$ cat src/design/assert_macros.svh
// Assertion macros shared by the sorted list RTL.
// No dependencies; simulation-only bodies, empty for synthesis.
`ifndef ASSERT_MACROS_SVH
`define ASSERT_MACROS_SVH
`ifndef SYNTHESIS
// Clocked check, disabled while reset is asserted (active low).
`define ASSERT_RST(lbl, clk, rst_n, prop, msg) \
    lbl: assert property (@(posedge clk) disable iff (!(rst_n)) (prop)) else $error(msg);
// Clocked check that also holds during reset.
`define ASSERT_ALWAYS(lbl, clk, prop, msg) \
    lbl: assert property (@(posedge clk) (prop)) else $error(msg);
`else
`define ASSERT_RST(lbl, clk, rst_n, prop, msg)
`define ASSERT_ALWAYS(lbl, clk, prop, msg)
`endif
`endif

$ cat src/design/bstk_pkg.sv
// Package for the bounded sorted top-k list: sizes, request codes, types.
// No dependencies.
`default_nettype none
package bstk_pkg;
    localparam int ENTRIES = 16;
    localparam int CNT_W   = (ENTRIES > 1) ? $clog2(ENTRIES) : 1;
    localparam int SLOT_W  = 6;
    localparam int DATA_W  = 32;
    localparam int MODE_W  = 2;

    // request codes
    localparam logic [MODE_W-1:0] MODE_ADD   = 2'd0;
    localparam logic [MODE_W-1:0] MODE_CLEAR = 2'd1;
    localparam logic [MODE_W-1:0] MODE_READ  = 2'd2;

    // one stored entry
    typedef struct packed {
        logic              valid;
        logic [DATA_W-1:0] key;
        logic [DATA_W-1:0] x;
        logic [DATA_W-1:0] y;
        logic [DATA_W-1:0] z;
    } t_entry;

    // control broadcast to every cell
    typedef struct packed {
        logic              add;
        logic              clr;
        logic              rot;
        logic [DATA_W-1:0] key;
        logic [DATA_W-1:0] x;
        logic [DATA_W-1:0] y;
        logic [DATA_W-1:0] z;
    } t_cell_ctrl;
endpackage
`default_nettype wire

$ cat src/design/bstk_cell.sv
// One slot of the sorted list: holds an entry, decides locally on insert.
// Depends on bstk_pkg.
`default_nettype none
module bstk_cell (
    input  wire                  i_clk,
    input  wire                  i_rst_n,
    input  bstk_pkg::t_cell_ctrl i_ctrl,
    input  bstk_pkg::t_entry     i_prev,       // entry of the cell above
    input  wire                  i_prev_take,  // cell above takes the new entry or shifts
    input  bstk_pkg::t_entry     i_next,       // entry of the cell below (read rotation)
    output bstk_pkg::t_entry     o_entry,
    output logic                 o_take
);
    logic                        r_valid;
    logic [bstk_pkg::DATA_W-1:0] r_key;
    logic [bstk_pkg::DATA_W-1:0] r_x;
    logic [bstk_pkg::DATA_W-1:0] r_y;
    logic [bstk_pkg::DATA_W-1:0] r_z;

    // slot is empty or holds a strictly greater rank
    assign o_take = !r_valid || (r_key > i_ctrl.key);

    // valid bit: the only control state in the cell
    always_ff @(posedge i_clk) begin
        if (!i_rst_n) begin
            r_valid <= 1'b0;
        end else if (i_ctrl.clr) begin
            r_valid <= 1'b0;
        end else if (i_ctrl.add) begin
            if (i_prev_take) begin
                r_valid <= i_prev.valid;
            end else if (o_take) begin
                r_valid <= 1'b1;
            end
        end else if (i_ctrl.rot) begin
            r_valid <= i_next.valid;
        end
    end

    // payload: shift down, load new, or rotate up
    always_ff @(posedge i_clk) begin
        if (i_ctrl.add) begin
            if (i_prev_take) begin
                r_key <= i_prev.key;
                r_x   <= i_prev.x;
                r_y   <= i_prev.y;
                r_z   <= i_prev.z;
            end else if (o_take) begin
                r_key <= i_ctrl.key;
                r_x   <= i_ctrl.x;
                r_y   <= i_ctrl.y;
                r_z   <= i_ctrl.z;
            end
        end else if (i_ctrl.rot) begin
            r_key <= i_next.key;
            r_x   <= i_next.x;
            r_y   <= i_next.y;
            r_z   <= i_next.z;
        end
    end

    assign o_entry = '{valid: r_valid, key: r_key, x: r_x, y: r_y, z: r_z};
endmodule
`default_nettype wire

$ cat config.mk
export PLATFORM = sky130hd
export DESIGN_NAME = bstk_cell
export DESIGN_NICKNAME = d
export VERILOG_FILES = /design/src/design/assert_macros.svh /design/src/design/bstk_pkg.sv /design/src/design/bstk_cell.sv
export SDC_FILE = /design/constraint.sdc
export NUM_CORES = 1
export LEC_CHECK = 0
export BUFFER_PORTS_ARGS = -buffer_cell sky130_fd_sc_hd__buf_4
export CAP_MARGIN = 20
export CORE_AREA = 2 2 202 204
export DETAILED_ROUTE_END_ITERATION = 8
export DIE_AREA = 0 0 204 206
export PLACE_DENSITY = 0.42
export SYNTH_ARGS = -nofsm -noshare
export SYNTH_HDL_FRONTEND = slang
export SYNTH_SLANG_ARGS = --single-unit
$ cat constraint.sdc
create_clock -name i_clk -period 7.4 [get_ports i_clk]
set_input_delay 0.37 -clock i_clk [delete_from_list [all_inputs] [get_ports i_clk]]
set_output_delay 0.37 -clock i_clk [all_outputs]
set_load 0.01 [all_outputs]
==> results of run 1 <==
[layout make-up]
cell class,count,area (um^2)
multi-input cells,481,3241
repair buffers,528,3974
inverters,34,127.6
fillers,4279,27710
clock inverters,12,165.2
well taps,532,665.6
flip-flops and latches,129,3864
clock buffers,20,436.7
[cell families (layout without fill, tap and decap cells)]
kind of cell    Yosys count  after routing  synth area share
flops                   129            129            0.5227
fa+ha+maj                32             32           0.05416
simple gates            160            160           0.08954
compound gates          160            160            0.1158
mux                     129            129            0.1747
buf+inv                  79            594           0.04316
[synth_stat cells]
library cell	count	area [um^2]
a2111oi_0	1	8.760
a211oi_1	1	7.510
a211oi_2	1	12.51
a21boi_1	1	7.510
a21o_1	4	30.03
a21oi_1	139	695.7
a221o_1	1	10.01
a311oi_1	1	8.760
and2_1	1	6.260
and4_1	2	17.52
buf_1	5	18.77
buf_2	15	75.07
buf_4	1	7.510
clkbuf_1	24	90.09
dfxtp_1	1	20.02
edfxtp_1	128	3844
ha_1	32	400.4
inv_1	34	127.6
mux2i_1	129	1291
nand2_1	6	22.52
nand3_1	9	45.04
nand4_1	5	31.28
nand4_2	1	12.51
nor2_1	132	495.5
nor2b_1	1	6.260
nor3_1	1	5.000
nor3b_1	1	7.510
nor4_2	1	12.51
o211ai_1	1	7.510
o21ai_0	4	20.02
o221ai_1	1	8.760
o22ai_1	2	12.51
o31ai_1	2	15.01
o41a_1	1	11.26
[state kept, by name, indices dropped and copies added (netlist names)]
name     flops
r_x         32
r_y         32
r_key       32
r_z         32
r_valid      1
[worst paths after layout]
check                                            end  cells after the start  slack [ns]                 start
worst max-delay path                r_y[7]$_DFFE_PP_                      7        4.29   r_key[15]$_DFFE_PP_
worst max register to register      r_y[7]$_DFFE_PP_                      7        4.29   r_key[15]$_DFFE_PP_
worst min register to register  r_valid$_SDFFE_PP0P_                      4        0.82  r_valid$_SDFFE_PP0P_
worst min-delay path            r_valid$_SDFFE_PP0P_                      2        0.13           i_ctrl[129]
[power by group]
| group | internal, W | leakage [nW] | switching, W | total [W] |
|---|---|---|---|---|
| registers | 0.000915 | 1.30 | 0.0000306 | 0.000946 |
| logic | 0.000325 | 4.26 | 0.000289 | 0.000614 |
| clock network | 0.000559 | 0.285 | 0.000327 | 0.000886 |
| total | 0.00180 | 5.85 | 0.000646 | 0.00245 |
[stage by stage]
step,TNS [ns],cells
after floorplan,-76.50,689
after global placement,0,1704
after detailed placement,0,1704
after CTS,0,1736
after global routing,0,1736
final,0,1736
[routing by layer]
metal	GRT usage	routed length (um)	vias up	share of wire
met5	0	0	-	0
met3	0.04667	2322	25	0.077
met2	0.2374	15310	275	0.51
met4	0.04244	550	0	0.018
li1	-	-	3528	-
met1	0.1601	12130	3140	0.40
==> results.sh, run 1 <==
export IMPL_start_util=0.1840
export IMPL_fin_nets=1615
export IMPL_drt_vias_per_instance=4.014
export IMPL_antenna_found_initial=0
export IMPL_ys_warn_count=0
export IMPL_ys_ff_latch=129
export IMPL_grt_pass1_wl_um=42460
export IMPL_clock_sinks=129
export IMPL_die_x_um=204
export IMPL_fmax_ghz=0.3211
export IMPL_holdBufCountCts=0
export IMPL_area_delta_synth_final_pct=68.74
export IMPL_drt_pass1_iter_count=4
export IMPL_cts_tree="yes"
export IMPL_numCtsBuffers=17
export IMPL_cp_top_family="simple AND/OR/NAND/NOR gates"
export IMPL_finish_utilization=0.3104
export IMPL_crit_chain="ha_1 -> nand4_1 -> nor4_2 -> a21boi_1 -> o31ai_1 -> o211ai_1 -> buf_4"
export IMPL_end_kind="register"
export IMPL_finalMaxSlewViolations=0
export IMPL_p_leak_nw=5.845
export IMPL_synth_avg_cell_area_um2=10.73
export IMPL_hpwlAfterDp_um=24430
export IMPL_dieArea_um2=42020
export IMPL_place_area_um2=11870
export IMPL_fin_area_um2=12470
export IMPL_slew_headroom=0.2702
export IMPL_timing_final_crit_period_ns=3.114
export IMPL_post_cts_buffers=0
export IMPL_num_vias=6968
export IMPL_period_share=0.4208
export IMPL_grt_overflow=0
export IMPL_postSynthCellCount=689
export IMPL_worstPathRequired_ns=7.45
export IMPL_port_buffers=521
export IMPL_synth_cell_types=34
export IMPL_irDropWorstVdd_mv=0.1526
export IMPL_layout_drive_gt1_share=0.4659
export IMPL_most_common_layout_cells="526 x buf_4, 139 x a21oi_1, 132 x nor2_1"
export IMPL_wire_per_inst_um=17.46
export IMPL_die_h_um=206
export IMPL_clk_path_buf_depth=2
export IMPL_drt_total_wl_um=30310
export IMPL_finalSetupViolCount=0
export IMPL_layout_commonest_cell="buf_4"
export IMPL_root_buffer="clkbuf_16"
export IMPL_crit_arrival_ns=3.16
export IMPL_drt_first_iter_violations=233
export IMPL_cp_max_fo=60
export IMPL_crit_path_max_incr_delay_ns=0.69
export IMPL_path_buf_inv=1
export IMPL_min_path_type="in2reg"
export IMPL_num_rows=74
export IMPL_gp_congestion=0.7535
export IMPL_yosysSeqAreaShare=0.5227
export IMPL_power_density_nw_per_um2=196.0
export IMPL_finalHoldViolCount=0
export IMPL_place_ws_ns=4.119
export IMPL_power_w=0.002445
export IMPL_insertedDiodeCount=0
export IMPL_grt_pass1_vias=6919
export IMPL_num_io_pins=522
export IMPL_holdWs_ns=0.1309
export IMPL_slowest_stage="buf_4"
export IMPL_path_class="reg2reg"
export IMPL_cts_max_level=4
export IMPL_synth_nets=1113
export IMPL_fin_skew_ns=0.009661
export IMPL_clock_latency_ns=0.43
export IMPL_tightest_slew_ns=1.095
export IMPL_crit_path_start_kind="register"
export IMPL_core_area_um2=40180
export IMPL_post_cts_resize_count=0
export IMPL_maxCapViolations=0
export IMPL_ant_nets=0
export IMPL_grt_max_degree=110
export IMPL_cts_clk_slew_worst_paths_ns=0.06
export IMPL_rsz0062_at_grt="false"
export IMPL_syn_area_um2=7392
export IMPL_groute_usage_overall=0.1373
export IMPL_setup_ws_ns=4.286
export IMPL_status="complete, no violations"
export IMPL_drc=0
No activity file was read; power rests on OpenSTA's default activity.
==> inputs of run 2 (changes only) <==
--- a/config.mk
+++ b/config.mk
@@ -7,10 +7,10 @@
 export LEC_CHECK = 0
 export BUFFER_PORTS_ARGS = -buffer_cell sky130_fd_sc_hd__buf_4
 export CAP_MARGIN = 20
-export CORE_AREA = 2 2 202 204
+export CORE_AREA = 2 2 204 206
 export DETAILED_ROUTE_END_ITERATION = 8
-export DIE_AREA = 0 0 204 206
-export PLACE_DENSITY = 0.42
+export DIE_AREA = 0 0 206 208
+export PLACE_DENSITY = 0.4
 export SYNTH_ARGS = -nofsm -noshare
 export SYNTH_HDL_FRONTEND = slang
 export SYNTH_SLANG_ARGS = --single-unit
==> constraint.sdc (replaced) <==
create_clock -name i_clk -period 2.9 [get_ports i_clk]
set_input_delay 0.145 -clock i_clk [delete_from_list [all_inputs] [get_ports i_clk]]
set_output_delay 0.145 -clock i_clk [all_outputs]
set_load 0.01 [all_outputs]
==> run 2 against run 1 <==
Combinational power grew to 2.7 times the previous value. Die area grew 2.0%. Sequential cell count is the same. Sequential share of layout area shrank 0.89 points. Worst setup slack lost 4.1 ns. Critical endpoint is now r_y[1]$_DFFE_PP_. Global-route usage grew 0.80 points. Total power grew to 2.6 times the previous value. Clock skew shrank 0.0010 ns. First-iteration DRC count grew 27%. Utilization grew 0.62 points.
==> results.sh, run 2 (synthesis results as in run 1) <==
export IMPL_status="complete, no violations"
export IMPL_drt_first_iter_violations=296
export IMPL_wire_per_inst_um=18.04
export IMPL_drt_pass1_iter_count=6
export IMPL_p_sw_w=0.001679
export IMPL_clock_power_share=0.358
export IMPL_port_buffers=521
export IMPL_timing_final_crit_period_ns=2.721
export IMPL_insertedDiodeCount=0
export IMPL_cp_max_fo=31
export IMPL_crit_path_start_kind="register"
export IMPL_cp_depth=8
export IMPL_finalMaxSlewViolations=0
export IMPL_reg2reg_depth=8
export IMPL_end_kind="register"
export IMPL_finalHoldViolCount=0
export IMPL_grt_max_degree=113
export IMPL_clk_path_buf_depth=2
export IMPL_holdWs_ns=0.03845
export IMPL_slew_headroom=0.6177
export IMPL_irDropWorstVdd_mv=0.3014
export IMPL_cp_top_family="compound AO/OA/AOI/OAI gates"
export IMPL_ant_nets=0
export IMPL_grt_pass1_wl_um=45730
export IMPL_rsz0062_at_grt="false"
export IMPL_finalSetupViolCount=0
export IMPL_fillers=4278
export IMPL_crit_chain="ha_1 -> nand4_2 -> o41a_1 -> a211oi_2 -> o31ai_1 -> o211ai_1 -> buf_12 -> buf_12"
export IMPL_start_util=0.1823
export IMPL_crit_path_max_incr_delay_ns=0.48
export IMPL_regArea_um2=3864
export IMPL_hpwlAfterDp_um=26000
export IMPL_post_cts_buffers=0
export IMPL_slowest_stage="o41a_1"
export IMPL_layout_drive_gt1_share=0.4663
export IMPL_cts_tree="yes"
export IMPL_instances_no_fill=1763
export IMPL_period_share=0.9383
export IMPL_drt_vias_per_instance=4.056
export IMPL_die_x_um=206
export IMPL_placed_cells_incl_taps=1718
export IMPL_p_leak_nw=6.027
export IMPL_antenna_found_initial=1
export IMPL_layout_commonest_cell="buf_4"
export IMPL_drc=0
export IMPL_fmax_ghz=0.3675
export IMPL_path_common_cell="buf_12"
export IMPL_core_area_um2=40550
export IMPL_area_delta_synth_final_pct=73.71
export IMPL_fin_nets=1642
export IMPL_clock_latency_ns=0.43
export IMPL_groute_usage_overall=0.1453
export IMPL_num_io_pins=522
export IMPL_dieArea_um2=42850
export IMPL_fin_skew_ns=0.008626
export IMPL_final_setup_tns_ns=0
export IMPL_hold_depth=3
export IMPL_path_buf_inv=2
export IMPL_comb_power_share=0.260
export IMPL_tightest_slew_ns=0.5734
export IMPL_grt_overflow=0
export IMPL_power_frac_seq=0.382
export IMPL_drt_total_wl_um=31810
export IMPL_power_density_nw_per_um2=491.7
export IMPL_multi_input_area_um2=3249
export IMPL_maxCapViolations=0
export IMPL_gp_congestion=0.8049
export IMPL_crit_arrival_ns=2.84
export IMPL_num_vias=7151
export IMPL_numCtsBuffers=17
export IMPL_cts_max_level=4
export IMPL_cts_clk_slew_worst_paths_ns=0.06
export IMPL_worstPathRequired_ns=3.02
export IMPL_clock_sinks=129
export IMPL_die_h_um=208
export IMPL_p_int_w=0.004635
export IMPL_swShare=0.2660
export IMPL_most_common_layout_cells="530 x buf_4, 139 x a21oi_1, 132 x nor2_1"
export IMPL_root_buffer="clkbuf_16"
export IMPL_min_path_type="in2reg"
export IMPL_num_rows=74
export IMPL_path_class="reg2reg"
export IMPL_grt_pass1_vias=7492
export IMPL_finish_utilization=0.3166
## run 2: cell types whose count changed in the layout (fill, tap and decap cells not counted)
cell	change
clkinv_1	+2
nor4_2	-1
buf_4	+4
nor4_4	+1
dlygate4sd3_1	+13
clkinv_2	-1
buf_12	+10
clkbuf_1	-1
## run 2: layout make-up
cell class              count  share of cell area
repair buffers            555              0.3375
flip-flops and latches    129              0.3009
multi-input cells         481              0.2530
well taps                 532             0.05184
clock buffers              19             0.03371
clock inverters            13             0.01306
inverters                  34            0.009939
## run 2: per-stage QoR
| stage | power, W | cell area [um^2] | setup slack, ns |
|---|---|---|---|
| after global placement | 0.004123 | 12100 | 0.1651 |
| after floorplan | 0.003100 | 7423 | -5.098 |
| after global routing | 0.006648 | 12840 | 0.02161 |
| after CTS | 0.006450 | 12830 | 0.1403 |
| final | 0.006314 | 12840 | 0.1790 |
| after detailed placement | 0.004119 | 12100 | 0.1563 |
## run 2: worst paths after layout
| kind | startpoint | end | slack [ns] |
|---|---|---|---|
| max | r_key[31]$_DFFE_PP_ | r_y[1]$_DFFE_PP_ | 0.18 |
| min reg2reg | r_valid$_SDFFE_PP0P_ | r_key[0]$_DFFE_PP_ | 1.35 |
| max reg2reg | r_key[31]$_DFFE_PP_ | r_y[1]$_DFFE_PP_ | 0.18 |
| min | i_next[76] | r_x[12]$_DFFE_PP_ | 0.04 |
## run 2: worst register-to-register path: stages (launching register included)
cell and delay [ns]:
edfxtp_1 0.40, ha_1 0.34, nand4_2 0.17, o41a_1 0.48
a211oi_2 0.20, o31ai_1 0.10, o211ai_1 0.25, buf_12 0.23
buf_12 0.21
## run 2: repair_timing
item,in CTS,in global routing
endpoints found under the setup margin,0,20
endpoints found under the hold margin,12,0
resized for setup,0,1
hold buffers,13,0
## run 2: routing by layer
metal  vias up  GRT usage  routed length, um
met5         -          0                  0
li1       3575          -                  -
met4         0    0.03325                306
met1      3261     0.1638              12440
met3        19    0.04887               2564
met2       296     0.2620              16500
## run 2: power groups by stage
stage                     Sequential, W  Clock (W)  Combinational (W)
after global placement          0.00244          0            0.00168
final                           0.00241    0.00226            0.00164
after floorplan                 0.00260          0           0.000498
after detailed placement        0.00245          0            0.00167
after CTS                       0.00242    0.00235            0.00169
after global routing            0.00244    0.00241            0.00180
==> inputs of run 3 (changes only) <==
--- a/config.mk
+++ b/config.mk
@@ -10,6 +10,7 @@
 export CORE_AREA = 2 2 204 206
 export DETAILED_ROUTE_END_ITERATION = 8
 export DIE_AREA = 0 0 206 208
+export HOLD_SLACK_MARGIN = 0.12
 export PLACE_DENSITY = 0.4
 export SYNTH_ARGS = -nofsm -noshare
 export SYNTH_HDL_FRONTEND = slang
==> run 3 against run 2 <==
Critical path depth unchanged. Total power rose by 4.2%. Sequential share of layout area decreased by 4.0 points. Clock skew is 0.0015 ns higher. Critical path type unchanged. Critical endpoint unchanged. Largest cell class unchanged.
==> results.sh, run 3 (synthesis results as in run 1) <==
export IMPL_drc=0
export IMPL_num_vias=7956
export IMPL_maxCapViolations=0
export IMPL_layout_commonest_cell="buf_4"
export IMPL_clk_path_buf_depth=2
export IMPL_die_h_um=208
export IMPL_grt_max_degree=113
export IMPL_core_area_um2=40550
export IMPL_final_setup_tns_ns=0
export IMPL_slew_headroom=0.6147
export IMPL_clock_sinks=129
export IMPL_groute_usage_overall=0.1492
export IMPL_fin_skew_ns=0.01014
export IMPL_hpwlAfterDp_um=26000
export IMPL_port_buffers=521
export IMPL_fin_nets=1840
export IMPL_tightest_slew_ns=0.5780
export IMPL_instances_no_fill=1961
export IMPL_fmax_ghz=0.3674
export IMPL_root_buffer="clkbuf_16"
export IMPL_crit_chain="ha_1 -> nand4_2 -> o41a_1 -> a211oi_2 -> o31ai_1 -> o211ai_1 -> buf_12 -> buf_12"
export IMPL_gp_congestion=0.8049
export IMPL_worstHoldStart="i_ctrl[25]"
export IMPL_most_common_layout_cells="530 x buf_4, 211 x dlygate4sd3_1, 139 x a21oi_1"
export IMPL_finalHoldViolCount=0
export IMPL_start_util=0.1823
export IMPL_end_kind="register"
export IMPL_drt_first_iter_violations=290
export IMPL_grt_pass1_wl_um=47780
export IMPL_path_common_cell="buf_12"
export IMPL_cts_max_level=4
export IMPL_dieArea_um2=42850
export IMPL_placed_cells_incl_taps=1718
export IMPL_status="complete, no violations"
export IMPL_cts_tree="yes"
export IMPL_crit_arrival_ns=2.84
export IMPL_crit_path_max_incr_delay_ns=0.48
export IMPL_power_density_nw_per_um2=444.1
export IMPL_grt_pass1_vias=8350
export IMPL_clock_latency_ns=0.43
export IMPL_numCtsBuffers=17
export IMPL_timing_final_crit_period_ns=2.722
export IMPL_die_x_um=206
export IMPL_setup_ws_ns=0.1783
export IMPL_slowest_stage="o41a_1"
export IMPL_crit_path_start_kind="register"
export IMPL_drt_vias_per_instance=4.057
export IMPL_cp_max_fo=31
export IMPL_finalMaxSlewViolations=0
export IMPL_reg2reg_from="r_key[31]$_DFFE_PP_"
export IMPL_cts_clk_slew_worst_paths_ns=0.06
export IMPL_finalSetupViolCount=0
export IMPL_min_path_type="in2reg"
export IMPL_finish_utilization=0.3655
export IMPL_place_ws_ns=0.1563
export IMPL_irDropWorstVdd_mv=0.2994
export IMPL_wire_per_inst_um=16.70
export IMPL_num_io_pins=522
export IMPL_path_class="reg2reg"
export IMPL_startpoint="r_key[31]$_DFFE_PP_"
export IMPL_p_leak_nw=6.824
export IMPL_worstPathRequired_ns=3.02
export IMPL_insertedDiodeCount=0
export IMPL_post_cts_buffers=0
export IMPL_rsz0062_at_grt="false"
export IMPL_ant_nets=0
export IMPL_period_share=0.9385
export IMPL_area_delta_synth_final_pct=100.5
export IMPL_grt_overflow=0
export IMPL_drt_pass1_iter_count=4
export IMPL_drt_total_wl_um=32740
export IMPL_antenna_found_initial=1
export IMPL_num_rows=74
export IMPL_layout_drive_gt1_share=0.4017
==> run 3: changes by cell type in the layout (fill, tap and decap cells not counted), sizes merged <==
cell         previous run  this run
dlygate4sd3            13       211
==> run 3: through the flow <==
| stage | hold slack (ns) | area (um^2) | total power [W] |
|---|---|---|---|
| after floorplan | 0.2208 | 7423 | 0.003100 |
| after global placement | 0.3145 | 12100 | 0.004123 |
| after detailed placement | 0.3158 | 12100 | 0.004119 |
| after CTS | 0.1205 | 14800 | 0.006716 |
| after global routing | 0.1204 | 14820 | 0.006932 |
| final | 0.1385 | 14820 | 0.006582 |
==> run 3: final timing paths <==
check / to / slack, ns / depth (start not counted)
hold / removal: r_z[25]$_DFFE_PP_ / 0.14 / 3
setup reg to reg: r_y[1]$_DFFE_PP_ / 0.18 / 8
hold reg to reg: r_key[0]$_DFFE_PP_ / 1.34 / 6
setup / recovery: r_y[1]$_DFFE_PP_ / 0.18 / 8
==> run 3: cell type report <==
class | count | area, um^2
Inverter | 34 | 127.6
Fill cell | 4164 | 25730
Clock inverter | 13 | 167.7
Multi-Input combinational cell | 481 | 3249
Clock buffer | 19 | 432.9
Tap cell | 532 | 665.6
Sequential cell | 129 | 3864
Timing Repair Buffer | 753 | 6316
==> run 3: worst max-delay path: cells and delay by family (launching register included) <==
family / cells / cell delay, ns
buffers and inverters: 2 / 0.42
AND/OR/NAND/NOR: 1 / 0.17
flip-flops: 1 / 0.40
adder cells (fa/ha/maj): 1 / 0.34
AO/OA/AOI/OAI: 4 / 1.03
==> run 3: timing repair <==
| item | CTS | global route |
|---|---|---|
| hold buffers | 210 | 1 |
| endpoints found under the hold margin | 123 | 1 |
| resized for setup | 0 | 1 |
| endpoints found under the setup margin | 0 | 20 |
==> run 3: layer usage <==
layer | part of all wire | wire length [um] | vias to the layer above | GRT usage
met1 | 0.39 | 12620 | 3654 | 0.1660
li1 | - | - | 3974 | -
met4 | 0.0069 | 225 | 0 | 0.03374
met5 | 0 | 0 | - | 0
met2 | 0.52 | 17180 | 314 | 0.2725
met3 | 0.083 | 2714 | 14 | 0.04887
==> run 3: power breakdown <==
group / internal [W] / switching [W] / total [W]
registers: 0.00233 / 0.0000798 / 0.00241
logic: 0.00111 / 0.000813 / 0.00192
clock network: 0.00142 / 0.000830 / 0.00225
total: 0.00486 / 0.00172 / 0.00658
